File: config.mk
export PLATFORM = sky130hd
export DESIGN_NAME = serial_digits_to_segment_display
export DESIGN_NICKNAME = d
export VERILOG_FILES = /design/src/hdl/ssd_pkg.sv /design/src/hdl/ssd_collect.sv /design/src/hdl/ssd_emit.sv /design/src/hdl/serial_digits_to_segment_display.sv
export VERILOG_INCLUDE_DIRS = /design/src /design/src/hdl
export SDC_FILE = /design/constraint.sdc
export NUM_CORES = 1
export LEC_CHECK = 0
export BUFFER_PORTS_ARGS = -buffer_cell sky130_fd_sc_hd__buf_2
export CORE_UTILIZATION = 54
export CTS_CLUSTER_DIAMETER = 100
export DETAILED_ROUTE_END_ITERATION = 6
export GPL_TIMING_DRIVEN = 0
export MAX_ROUTING_LAYER = met4
export PLACE_DENSITY = 0.82
export SYNTH_ARGS = -nofsm -noshare
export SYNTH_HDL_FRONTEND = slang
export SYNTH_SLANG_ARGS = --single-unit
File: constraint.sdc
create_clock -name aclk -period 2.6 [get_ports aclk]
set_input_delay 0.39 -clock aclk [delete_from_list [all_inputs] [get_ports aclk]]
set_output_delay 0.39 -clock aclk [all_outputs]
set_load 0.005 [all_outputs]
File: src/hdl/assert_macros.svh
// ---------------------------------------------------------------------------
// Assertion macros shared by the display command blocks
// ---------------------------------------------------------------------------
`ifndef ASSERT_MACROS_SVH
`define ASSERT_MACROS_SVH

// Condition that must hold at every clock edge out of reset.
`define SSD_ASSERT(name, expr, msg) \
    name: assert property (@(posedge aclk) disable iff (!aresetn) (expr)) else $error(msg);

// Condition that must hold in the cycle after a trigger.
`define SSD_ASSERT_NEXT(name, trig, expr, msg) \
    name: assert property (@(posedge aclk) disable iff (!aresetn) (trig) |=> (expr)) else $error(msg);

`endif

File: src/hdl/ssd_pkg.sv
// ---------------------------------------------------------------------------
// ssd_pkg
// Types, constants and segment table for the serial digit display block.
// ---------------------------------------------------------------------------
package ssd_pkg;

    localparam logic [7:0] DIGIT_ZERO   = 8'h30;
    localparam logic [7:0] DIGIT_NINE   = 8'h39;
    localparam logic [7:0] CMD_DATA     = 8'h40;
    localparam logic [7:0] CMD_ADDR     = 8'hC0;
    localparam logic [7:0] CMD_CTRL     = 8'h80;

    localparam logic CFG_BRIGHTNESS     = 1'b0;
    localparam logic CFG_DISPLAY_ENABLE = 1'b1;

    localparam logic [2:0] BRIGHTNESS_RESET = 3'h7;
    localparam logic       ENABLE_RESET     = 1'b1;

    localparam logic KIND_ECHO    = 1'b0;
    localparam logic KIND_DISPLAY = 1'b1;

    // Result slots of a display burst.
    localparam logic [2:0] SLOT_ECHO   = 3'd0;
    localparam logic [2:0] SLOT_DATA   = 3'd1;
    localparam logic [2:0] SLOT_ADDR   = 3'd2;
    localparam logic [2:0] SLOT_SEG0   = 3'd3;
    localparam logic [2:0] SLOT_SEG1   = 3'd4;
    localparam logic [2:0] SLOT_SEG2   = 3'd5;
    localparam logic [2:0] SLOT_SEG3   = 3'd6;
    localparam logic [2:0] SLOT_CTRL   = 3'd7;

    typedef struct packed {
        logic [2:0] brightness;
        logic       display_enable;
    } ssd_cfg_t;

    typedef struct packed {
        logic [7:0]      echo;
        logic            burst;
        logic [3:0][3:0] digits;
        logic [7:0]      ctrl;
    } ssd_job_t;

    typedef struct packed {
        logic       kind;
        logic [7:0] data_byte;
        logic       frame_start;
        logic       frame_stop;
        logic       last;
    } ssd_result_t;

    function automatic logic [7:0] seg_pattern(input logic [3:0] digit);
        logic [7:0] pat;
        case (digit)
            4'd0:    pat = 8'b00111111;
            4'd1:    pat = 8'b00000110;
            4'd2:    pat = 8'b01011011;
            4'd3:    pat = 8'b01001111;
            4'd4:    pat = 8'b01100110;
            4'd5:    pat = 8'b01101101;
            4'd6:    pat = 8'b01111101;
            4'd7:    pat = 8'b00000111;
            4'd8:    pat = 8'b01111111;
            4'd9:    pat = 8'b01101111;
            default: pat = 8'h00;
        endcase
        return pat;
    endfunction

endpackage

File: src/hdl/ssd_collect.sv
// ---------------------------------------------------------------------------
// ssd_collect
// Filters digits, keeps the digit group and registers one job per digit.
// ---------------------------------------------------------------------------
`include "assert_macros.svh"

module ssd_collect (
    input  logic              aclk,
    input  logic              aresetn,
    input  logic              s_valid,
    output logic              s_ready,
    input  logic [7:0]        s_rx_char,
    input  ssd_pkg::ssd_cfg_t cfg,
    output logic              job_valid,
    output ssd_pkg::ssd_job_t job,
    input  logic              job_take
);

    logic [3:0]        digit_store [4];
    logic [1:0]        digit_count_reg, digit_count_next;
    logic              job_valid_reg, job_valid_next;
    ssd_pkg::ssd_job_t job_reg, job_next;
    logic              is_digit;
    logic              accept;
    logic              load;

    assign is_digit = (s_rx_char >= ssd_pkg::DIGIT_ZERO) && (s_rx_char <= ssd_pkg::DIGIT_NINE);
    assign s_ready  = !job_valid_reg || job_take;
    assign accept   = s_valid && s_ready;
    assign load     = accept && is_digit;

    always_comb begin
        digit_count_next = digit_count_reg;
        job_valid_next   = job_valid_reg;
        job_next         = job_reg;
        if (load) begin
            digit_count_next = digit_count_reg + 2'd1;
            job_valid_next   = 1'b1;
            job_next.echo    = s_rx_char;
            job_next.burst   = (digit_count_reg == 2'd3);
            job_next.digits  = {s_rx_char[3:0], digit_store[2], digit_store[1],
                                digit_store[0]};
            job_next.ctrl    = ssd_pkg::CMD_CTRL | {4'b0000, cfg.display_enable,
                                                    cfg.brightness};
        end else if (job_take) begin
            job_valid_next   = 1'b0;
        end
    end

    always_ff @(posedge aclk) begin
        if (!aresetn) begin
            digit_count_reg <= 2'd0;
            job_valid_reg   <= 1'b0;
        end else begin
            digit_count_reg <= digit_count_next;
            job_valid_reg   <= job_valid_next;
        end
    end

    always_ff @(posedge aclk) begin
        job_reg <= job_next;
        if (load) begin
            digit_store[digit_count_reg] <= s_rx_char[3:0];
        end
    end

    assign job_valid = job_valid_reg;
    assign job       = job_reg;

    `SSD_ASSERT_NEXT(a_digit_makes_job, load, job_valid_reg, "accepted digit left no job")
    `SSD_ASSERT_NEXT(a_non_digit_keeps_count, accept && !is_digit,
                     digit_count_reg == $past(digit_count_reg), "non-digit changed the count")

endmodule

File: src/hdl/ssd_emit.sv
// ---------------------------------------------------------------------------
// ssd_emit
// Walks one job through its result slots into the output register.
// ---------------------------------------------------------------------------
`include "assert_macros.svh"

module ssd_emit (
    input  logic              aclk,
    input  logic              aresetn,
    input  logic              job_valid,
    input  ssd_pkg::ssd_job_t job,
    output logic              job_take,
    output logic              m_valid,
    input  logic              m_ready,
    output logic              m_kind,
    output logic [7:0]        m_data_byte,
    output logic              m_frame_start,
    output logic              m_frame_stop,
    output logic              m_last
);

    ssd_pkg::ssd_job_t    cur_reg, cur_next;
    logic                 busy_reg, busy_next;
    logic [2:0]           idx_reg, idx_next;
    logic                 m_valid_reg, m_valid_next;
    ssd_pkg::ssd_result_t res_reg, res_next;
    ssd_pkg::ssd_result_t slot;
    logic                 out_free;
    logic                 step;
    logic                 final_slot;

    assign out_free   = !m_valid_reg || m_ready;
    assign step       = busy_reg && out_free;
    assign final_slot = !cur_reg.burst || (idx_reg == ssd_pkg::SLOT_CTRL);
    assign job_take   = !busy_reg || (step && final_slot);

    always_comb begin
        slot = '{kind: ssd_pkg::KIND_DISPLAY, data_byte: 8'h00,
                 frame_start: 1'b0, frame_stop: 1'b0, last: 1'b0};
        case (idx_reg)
            ssd_pkg::SLOT_ECHO: begin
                slot.kind      = ssd_pkg::KIND_ECHO;
                slot.data_byte = cur_reg.echo;
                slot.last      = !cur_reg.burst;
            end
            ssd_pkg::SLOT_DATA: begin
                slot.data_byte   = ssd_pkg::CMD_DATA;
                slot.frame_start = 1'b1;
                slot.frame_stop  = 1'b1;
            end
            ssd_pkg::SLOT_ADDR: begin
                slot.data_byte   = ssd_pkg::CMD_ADDR;
                slot.frame_start = 1'b1;
            end
            ssd_pkg::SLOT_SEG0: slot.data_byte = ssd_pkg::seg_pattern(cur_reg.digits[0]);
            ssd_pkg::SLOT_SEG1: slot.data_byte = ssd_pkg::seg_pattern(cur_reg.digits[1]);
            ssd_pkg::SLOT_SEG2: slot.data_byte = ssd_pkg::seg_pattern(cur_reg.digits[2]);
            ssd_pkg::SLOT_SEG3: begin
                slot.data_byte  = ssd_pkg::seg_pattern(cur_reg.digits[3]);
                slot.frame_stop = 1'b1;
            end
            ssd_pkg::SLOT_CTRL: begin
                slot.data_byte   = cur_reg.ctrl;
                slot.frame_start = 1'b1;
                slot.frame_stop  = 1'b1;
                slot.last        = 1'b1;
            end
            default: slot.data_byte = 8'h00;
        endcase
    end

    always_comb begin
        busy_next    = busy_reg;
        cur_next     = cur_reg;
        idx_next     = idx_reg;
        m_valid_next = m_valid_reg;
        res_next     = res_reg;
        if (step) begin
            idx_next = idx_reg + 3'd1;
        end
        if (job_take) begin
            busy_next = job_valid;
            cur_next  = job;
            idx_next  = ssd_pkg::SLOT_ECHO;
        end
        if (out_free) begin
            m_valid_next = step;
            res_next     = slot;
        end
    end

    always_ff @(posedge aclk) begin
        if (!aresetn) begin
            busy_reg    <= 1'b0;
            idx_reg     <= ssd_pkg::SLOT_ECHO;
            m_valid_reg <= 1'b0;
        end else begin
            busy_reg    <= busy_next;
            idx_reg     <= idx_next;
            m_valid_reg <= m_valid_next;
        end
    end

    always_ff @(posedge aclk) begin
        cur_reg <= cur_next;
        res_reg <= res_next;
    end

    assign m_valid       = m_valid_reg;
    assign m_kind        = res_reg.kind;
    assign m_data_byte   = res_reg.data_byte;
    assign m_frame_start = res_reg.frame_start;
    assign m_frame_stop  = res_reg.frame_stop;
    assign m_last        = res_reg.last;

    `SSD_ASSERT(a_slot_only_in_burst, (idx_reg == ssd_pkg::SLOT_ECHO) || (busy_reg && cur_reg.burst),
                "slot index moved outside a burst")
    `SSD_ASSERT(a_echo_is_digit, !(m_valid_reg && (m_kind == ssd_pkg::KIND_ECHO)) ||
                ((m_data_byte >= ssd_pkg::DIGIT_ZERO) && (m_data_byte <= ssd_pkg::DIGIT_NINE)),
                "echo result is not a digit")
    `SSD_ASSERT_NEXT(a_final_slot_marks_last, step && final_slot, m_valid_reg && m_last,
                     "final slot did not mark last")

endmodule

File: src/hdl/serial_digits_to_segment_display.sv
// ---------------------------------------------------------------------------
// serial_digits_to_segment_display
// Collects serial digits, echoes each one and, on every fourth digit,
// emits the framed display bus command sequence.
// ---------------------------------------------------------------------------
//  channel  | direction | ports
//  s_       | in        | s_valid, s_ready, s_rx_char
//  m_       | out       | m_valid, m_ready, m_kind, m_data_byte, m_frame_start,
//           |           | m_frame_stop, m_last
//  cfg_     | in        | cfg_wr_en, cfg_addr, cfg_wr_data
//
// A digit gives one result, the fourth digit of a group eight; one result
// leaves per cycle while m_ready is high, set by the slot counter in the emitter.
// Non-digits are taken and give nothing.
// Results pass through the job, current-job and output registers.
// Reset clears the digit count and both valids; brightness resets to 7,
// the display enable to 1.
// m_ready low holds the output register, then the job, then s_ready.
// ---------------------------------------------------------------------------
module serial_digits_to_segment_display (
    input  logic       aclk,
    input  logic       aresetn,
    input  logic       s_valid,
    output logic       s_ready,
    input  logic [7:0] s_rx_char,
    output logic       m_valid,
    input  logic       m_ready,
    output logic       m_kind,
    output logic [7:0] m_data_byte,
    output logic       m_frame_start,
    output logic       m_frame_stop,
    output logic       m_last,
    input  logic       cfg_wr_en,
    input  logic       cfg_addr,
    input  logic [2:0] cfg_wr_data
);

    ssd_pkg::ssd_cfg_t cfg_reg, cfg_next;
    ssd_pkg::ssd_job_t job;
    logic              job_valid;
    logic              job_take;

    always_comb begin
        cfg_next = cfg_reg;
        if (cfg_wr_en) begin
            case (cfg_addr)
                ssd_pkg::CFG_BRIGHTNESS:     cfg_next.brightness     = cfg_wr_data;
                ssd_pkg::CFG_DISPLAY_ENABLE: cfg_next.display_enable = cfg_wr_data[0];
                default:                     cfg_next = cfg_reg;
            endcase
        end
    end

    always_ff @(posedge aclk) begin
        if (!aresetn) begin
            cfg_reg <= '{brightness: ssd_pkg::BRIGHTNESS_RESET,
                         display_enable: ssd_pkg::ENABLE_RESET};
        end else begin
            cfg_reg <= cfg_next;
        end
    end

    ssd_collect u_collect (
        .aclk      (aclk),
        .aresetn   (aresetn),
        .s_valid   (s_valid),
        .s_ready   (s_ready),
        .s_rx_char (s_rx_char),
        .cfg       (cfg_reg),
        .job_valid (job_valid),
        .job       (job),
        .job_take  (job_take)
    );

    ssd_emit u_emit (
        .aclk          (aclk),
        .aresetn       (aresetn),
        .job_valid     (job_valid),
        .job           (job),
        .job_take      (job_take),
        .m_valid       (m_valid),
        .m_ready       (m_ready),
        .m_kind        (m_kind),
        .m_data_byte   (m_data_byte),
        .m_frame_start (m_frame_start),
        .m_frame_stop  (m_frame_stop),
        .m_last        (m_last)
    );

endmodule

==> results.md, run 1 <==
* FFs w/ async S/R, synth at 0
* Hold Path End: u_collect.job[29]
* Fmax at 402.9 MHz
* Mapped Avg Cell Area at 12.75 um^2
* Syn nets at 443
* Crit-path max FO at 15
* Sequential area share after synthesis at 0.6048
* Core ar. at 8848 um^2
* Worst r2r src: u_emit.idx_reg[1]
* Fin nets at 501
* I/O Buffers at 29
* Period utilisation layout at 0.9546
* Most frequent cells in the layout: edfxtp_1, dfxtp_1, nand2_1
* Die Width at 98.21 um
* GRT overflow at 0
* Root buffer cell: clkbuf_8
* Final hold violation count at 0
* Worst skew pair latency at 0.51 ns
* Pleak at 2.468 nW
* Initial DRC count at 245
* Hold path depth at 1
* Post-synth EDFFs at 74
* Required @ worst endpoint at 2.82 ns
* Vias in the first global route at 3250
* Die height at 98.21 um
* Syn Inst Count at 392
* Predominant post-synthesis flop cell: edfxtp_1
* Global Route Usage Sum at 0.2325
* Slew HR at 0.4451
* Site Rows at 34
* Max Cap Viol at 0
* DRC Markers at 0
* Post-DR vias/cell at 5.743
* Routed via count at 3279
* Clock skew at 0.008302 ns
* HP Start: s_rx_char[4]
* Final Cell Area at 6060 um^2
* Synth cell types at 52
* Post-DRT Antenna Nets at 0
* Hpwl dp at 6750 um
* Final Max Slew Viols at 0
* First-pass GRT wire length at 16290 um
* Power per cell area at 693.2 nW/um^2
* Initial Util at 0.5649
* TritonCTS clock tree: done
* Clock-pin slew on the worst setup and hold paths at 0.06 ns
* Area growth syn-to-layout at 21.23%
* Most common cell after layout, fill and taps aside: edfxtp_1
* FF-to-FF setup slack at 0.12 ns
* Initial antenna violation count at 0
* Setup violators final at 0
* # hold bufs at CTS at 0
* Max VDD drop at 0.0005601 V
* Crit path DAT at 2.70 ns
* CP endpoint kind: flip-flop
* Actual slew at the worst max-slew pin at 0.8297 ns
* Drt first pass iters at 7
* RePlAce Congestion at 0.8855
* Fraction of layout cells with a size suffix above 1 at 0.2246
* Netlist Area Pre-Place at 4999 um^2
* Filler cell count at 595
* Total CTS buffers at 17
* FF-to-FF path depth at 7
* Wire per inst at 17.86 um
* Synthesis Warnings at 0
* CTS H-Tree Depth at 4
* Hold crit path type: input pin to flip-flop
* CP Class: flip-flop to flip-flop
* Power, Total at 4.200 mW
* Setup tns final at 0 ns
* CTS sink count at 114
* I/O pin cnt at 31
* Largest net degree at the start of global routing at 18
* Placed inst area at 5314 um^2
* Synth Register Bits at 114
* Die area at 9645 um^2
* Crit Reg-Reg Endpoint: u_collect.digit_store[0][1]
* Critical Path Start Type: flip-flop
* Post-layout min period at 2.482 ns
* Final wirelength at 10200 um
* Status: completed
* CTS Buffer Depth at 2
* Inserted Diodes at 0
==> worst max path at each step <==
stage | start | to | slack [ns] | depth (start not counted)
finish | u_emit.idx_reg[1] | u_collect.digit_store[0][1] | 0.12 | 7
global route | u_emit.idx_reg[1] | u_collect.digit_store[2][0] | -0.003 | 7
CTS | u_emit.idx_reg[1] | flip-flop | 0.02 | 16
detailed placement | u_emit.idx_reg[1] | u_collect.digit_store[0][0] | -0.43 | 8
global placement | u_emit.idx_reg[1] | u_collect.digit_store[0][0] | -0.35 | 8
floorplan | u_emit.idx_reg[1] | u_collect.digit_store[0][0] | -0.03 | 8
==> cell usage after synthesis (all sizes together), types with 7 or more instances <==
cell	instances	area (um^2)
a222oi	7	70.07
ha	34	425.4
o21ai	15	75.07
dfxtp	40	800.8
a21oi	17	85.08
mux2i	20	222.7
o22ai	7	43.79
nor2b	8	60.06
edfxtp	74	2222
nand2	35	131.4
a31oi	7	43.79
and2	8	50.05
inv	26	102.6
nor2	23	86.33
==> power breakdown <==
part           internal [mW]  switching, mW  leakage (nW)
Sequential              1.94         0.0112          1.06
Clock                   1.44          0.751         0.268
Combinational         0.0283         0.0386          1.14
Total                   3.40          0.801          2.47
==> kinds of logic after synthesis <==
family	synth area share
xor+xnor	0.01402
buf+inv	0.03729
compound gates	0.1131
flops	0.6048
simple gates	0.08986
fa+ha+maj	0.08511
mux	0.05582
==> per-stage QoR <==
step                      cells  utilization  setup WS [ns]  hold WS [ns]
after floorplan             392            -       -0.02545        0.4003
after global placement      529       0.6005        -0.3466        0.4006
after detailed placement    529       0.6005        -0.4275        0.4045
after CTS                   565       0.6762        0.02089       0.05382
after global routing        571       0.6848      -0.002579       0.05201
final                       571       0.6848         0.1181       0.07151
==> layout make-up <==
| class | instances | area, um^2 | area share |
|---|---|---|---|
| sequential | 114 | 3028 | 0.4997 |
| multi-input combinational | 241 | 1867 | 0.3081 |
| clock buffer | 19 | 421.7 | 0.06958 |
| timing repair buffer | 39 | 245.2 | 0.04047 |
| clock inverter | 13 | 142.6 | 0.02354 |
| tap | 108 | 135.1 | 0.02230 |
| buffer | 11 | 110.1 | 0.01817 |
| inverter | 26 | 110.1 | 0.01817 |
==> layer usage <==
layer / vias up / track usage / wire [um]
met5: - / - / 0
met4: 0 / 0.1033 / 231
met3: 26 / 0.06442 / 616
met2: 144 / 0.3716 / 5146
met1: 1562 / 0.2757 / 4202
li1: 1547 / - / -
==> timing repair <==
action                                  CTS  global route
pin swaps                                 1             1
setup buffers                             2             7
gates resized for setup                  13            11
endpoints found under the setup margin   66            36
gates cloned                              2             0
==> worst max-delay path: stages, from the launching register on <==
cell      delay [ns]
dfxtp_4         0.37
ha_4            0.16
ha_4            0.21
nor2b_4         0.06
o21a_4          0.20
buf_12          0.14
a211oi_4        0.72
and2_4          0.32
Power figures use the tool's default switching activity.
==> run 2: changes to the inputs <==
--- a/config.mk
+++ b/config.mk
@@ -6,10 +6,12 @@
 export SDC_FILE = /design/constraint.sdc
 export NUM_CORES = 1
 export LEC_CHECK = 0
+export ABC_AREA = 1
 export BUFFER_PORTS_ARGS = -buffer_cell sky130_fd_sc_hd__buf_2
 export CORE_UTILIZATION = 54
 export CTS_CLUSTER_DIAMETER = 100
 export DETAILED_ROUTE_END_ITERATION = 6
+export GPL_ROUTABILITY_DRIVEN = 0
 export GPL_TIMING_DRIVEN = 0
 export MAX_ROUTING_LAYER = met4
 export PLACE_DENSITY = 0.82
==> run 2 against run 1 <==
Worst hold slack gained 0.0021 ns. Largest cell class unchanged. First-iteration DRC count shrank 4.9%. Total power shrank 0.77%.
==> results.md, run 2 <==
* Drt first pass iters at 5 (was 7)
* Crit-path max FO at 10 (was 15)
* FF-to-FF setup slack at 0.21 ns (was 0.12 ns)
* Synthesis Warnings at 0 (unchanged)
* Die area at 9740 um^2 (was 9645 um^2)
* Period utilisation layout at 0.9508 (was 0.9546)
* Crit-path slowest cell: dfxtp_1 (was a211oi_4)
* I/O Buffers at 29 (unchanged)
* CP endpoint kind: output port (was flip-flop)
* Die Width at 98.69 um (was 98.21 um)
* Pleak at 2.740 nW (was 2.468 nW)
* Mapped Avg Cell Area at 10.35 um^2 (was 12.75 um^2)
* Top-count cell post-synth: nand2_1 (was edfxtp_1)
* Most common cell after layout, fill and taps aside: nand2_1 (was edfxtp_1)
* Fmax at 404.5 MHz (was 402.9 MHz)
* Max Cap Viol at 0 (unchanged)
* CTS sink count at 114 (unchanged)
* Sequential area share after synthesis at 0.5988 (was 0.6048)
* Crit path capture: s_ready (was u_collect.digit_store[0][1])
* Setup crit start: u_emit.idx_reg[0] (was u_emit.idx_reg[1])
* Final Non-Filler Cells at 659 (was 571)
* Actual slew at the worst max-slew pin at 0.6533 ns (was 0.8297 ns)
* Number of placed instances, taps included at 625 (was 529)
* Crit path DAT at 2.08 ns (was 2.70 ns)
* CTS H-Tree Depth at 4 (unchanged)
* Core ar. at 8891 um^2 (was 8848 um^2)
* Site Rows at 34 (unchanged)
* Filler cell count at 606 (was 595)
* RSZ-0062 raised after global routing: false
* Total CTS buffers at 17 (unchanged)
* Area growth syn-to-layout at 17.97% (was 21.23%)
* Critical Path Start Type: flip-flop (unchanged)
* Clock-pin slew on the worst setup and hold paths at 0.06 ns (about the same)
* First-pass GRT wire length at 15240 um (was 16290 um)
* Final hold violation count at 0 (unchanged)
* Synth top cells by count: nand2_1, edfxtp_1, nand3_1 (was edfxtp_1, dfxtp_1, nand2_1)
* HP Start: s_rx_char[7] (was s_rx_char[4])
* Post-DR vias/cell at 5.202 (was 5.743)
* Most frequent cells in the layout: nand2_1, edfxtp_1, nand3_1 (was edfxtp_1, dfxtp_1, nand2_1)
* CP max stage delay at 0.34 ns (was 0.72 ns)
* Root buffer cell: clkbuf_8 (unchanged)
* Sequential Power Share at 0.469 (was 0.464)
* Predominant post-synthesis flop cell: edfxtp_1 (unchanged)
* CTS Buffer Depth at 2 (unchanged)
* GRT overflow at 0 (unchanged)
* Post-DRT Antenna Nets at 0 (unchanged)
* Setup tns final at 0 ns (unchanged)
* Post-CTS Setup Bufs at 0 (was 2)
* Final Max Slew Viols at 0 (unchanged)
* Global Route Usage Sum at 0.2155 (was 0.2325)
* Largest net degree at the start of global routing at 35 (was 18)
* Netlist Area Pre-Place at 5049 um^2 (was 4999 um^2)
* Combinational fraction of design power at 0.021 (was 0.016)
* Fraction of layout cells with a size suffix above 1 at 0.1779 (was 0.2246)
* Vias in the first global route at 3190 (was 3250)
* Synth cell types at 27 (was 52)
* FFs w/ async S/R, synth at 0 (unchanged)
* Slew HR at 0.5634 (was 0.4451)
* Syn nets at 539 (was 443)
* Final wirelength at 9681 um (was 10200 um)
* Routed via count at 3428 (was 3279)
* Initial antenna violation count at 0 (unchanged)
* CP Class: flip-flop to output port (was flip-flop to flip-flop)
* Switching power total at 0.8022 mW (was 0.8010 mW)
* Post-synth EDFFs at 74 (unchanged)
* Synth Register Bits at 114 (unchanged)
* Clk pwr share at 0.510 (was 0.521)
* Worst skew pair latency at 0.51 ns (about the same)
* Required @ worst endpoint at 2.21 ns (was 2.82 ns)
* Max VDD drop at 0.0007057 V (was 0.0005601 V)
* Hpwl dp at 6551 um (was 6750 um)
* Fin nets at 589 (was 501)
* Status: completed (unchanged)
* Worst path cell trace: ha_2, ha_4, inv_2, nand2_2, nand2_4, nand2_8, inv_2, nand2_2, buf_2 (was ha_4, ha_4, nor2b_4, o21a_4, buf_12, a211oi_4, and2_4)
* TritonCTS clock tree: done (unchanged)
* FF-to-FF path depth at 15 (was 7)
* I/O pin cnt at 31 (unchanged)
* Initial DRC count at 233 (was 245)
* Synth area leaders: edfxtp_1, dfxtp_1, nand2_1 (was edfxtp_1, dfxtp_1, ha_1)
* Yosys top cell by area: edfxtp_1 (unchanged)
* Area of the multi-input gates at 1821 um^2 (was 1867 um^2)
* Power, Total at 4.168 mW (was 4.200 mW)
* Power per cell area at 699.9 nW/um^2 (was 693.2 nW/um^2)
* Syn Inst Count at 488 (was 392)
* Switching share of power at 0.1925 (was 0.1907)
* Worst r2r src: u_emit.idx_reg[1] (unchanged)
* Clock skew at 0.01036 ns (was 0.008302 ns)
* Inserted Diodes at 0 (unchanged)
* Worst hold slack at 0.07364 ns (was 0.07151 ns)
* DRC Markers at 0 (unchanged)
* Hold crit path type: input pin to flip-flop (unchanged)
* Setup violators final at 0 (unchanged)
* Synth top area share at 0.4401 (was 0.4446)
* Post-layout min period at 2.472 ns (was 2.482 ns)
* Initial Util at 0.5678 (was 0.5649)
* Wire per inst at 14.69 um (was 17.86 um)
* Internal Pwr Total at 3.366 mW (was 3.399 mW)
* Die height at 98.69 um (was 98.21 um)
* Storage element area at 3023 um^2 (was 3028 um^2)
## run 2: changes by cell type in the layout (fill, tap and decap cells not counted), sizes merged, moves of 8 or more
cell and change:
nand2 +141, buf -10, a21oi -8, nor2 -9
and2 -8, nor2b -8, inv +23, o21ai -9
mux2i -20, nand3b +11, nand3 +49
## run 2: power groups by stage
stage | registers [mW] | clock network [mW] | logic [mW]
floorplan | 1.99 | 0 | 0.0501
global placement | 1.99 | 0 | 0.0786
detailed placement | 1.99 | 0 | 0.0823
CTS | 1.96 | 2.14 | 0.0842
global route | 1.96 | 2.22 | 0.0965
finish | 1.96 | 2.13 | 0.0857
## run 2: final cells by class
class | instances | share of cell area
Sequential cell | 114 | 0.5076
Multi-Input combinational cell | 319 | 0.3057
Clock buffer | 26 | 0.08382
Inverter | 49 | 0.03088
Timing Repair Buffer | 30 | 0.02857
Tap cell | 108 | 0.02269
Buffer | 7 | 0.01155
Clock inverter | 6 | 0.009244
## run 2: worst min path at each step
stage | end | slack, ns | cells after the start
global route | u_collect.job[32] | 0.06 | 1
detailed placement | u_collect.job[19] | 0.40 | 0
floorplan | u_collect.job[10] | 0.40 | 0
CTS | u_collect.job[32] | 0.07 | 1
finish | u_collect.job[32] | 0.07 | 1
global placement | u_collect.job[8] | 0.40 | 0
## run 2: cells by family (layout without fill, tap and decap cells)
logic type,Yosys count,count (layout),synth area share
buffers and inverters,56,118,0.04684
AO/OA/AOI/OAI,20,20,0.02602
adder cells (fa/ha/maj),34,34,0.08426
flip-flops,114,114,0.5988
AND/OR/NAND/NOR,264,265,0.2441
## run 2: stage by stage
stage | utilization | worst slack [ns] | area, um^2
6_report | 0.6699 | 0.1279 | 5956
3_3_place_gp | 0.5994 | -0.3950 | 5329
3_5_place_dp | 0.5994 | -0.4962 | 5329
2_1_floorplan | - | 0.04583 | 5049
4_1_cts | 0.6639 | 0.009299 | 5903
5_1_grt | 0.6699 | 0.01895 | 5956
## run 2: routing by layer
metal  global-route usage  wire (um)
met2               0.3602       4789
met5                    -          0
met1               0.2489       4158
met4              0.07692        187
met3              0.06170        546
## run 2: what timing repair did
| action | CTS | global route |
|---|---|---|
| hold buffers | 0 | 0 |
| resized for setup | 3 | 5 |
| pin swaps | 1 | 0 |
| endpoints found under the setup margin | 30 | 54 |
| gates cloned | 1 | 1 |
## run 2: critical path, delay by kind of cell, from the launching register on
kind	cells	cell delay [ns]
and+or+nand+nor	4	0.45
adders and majority gates	2	0.40
buffers and inverters	3	0.37
DFF	1	0.34
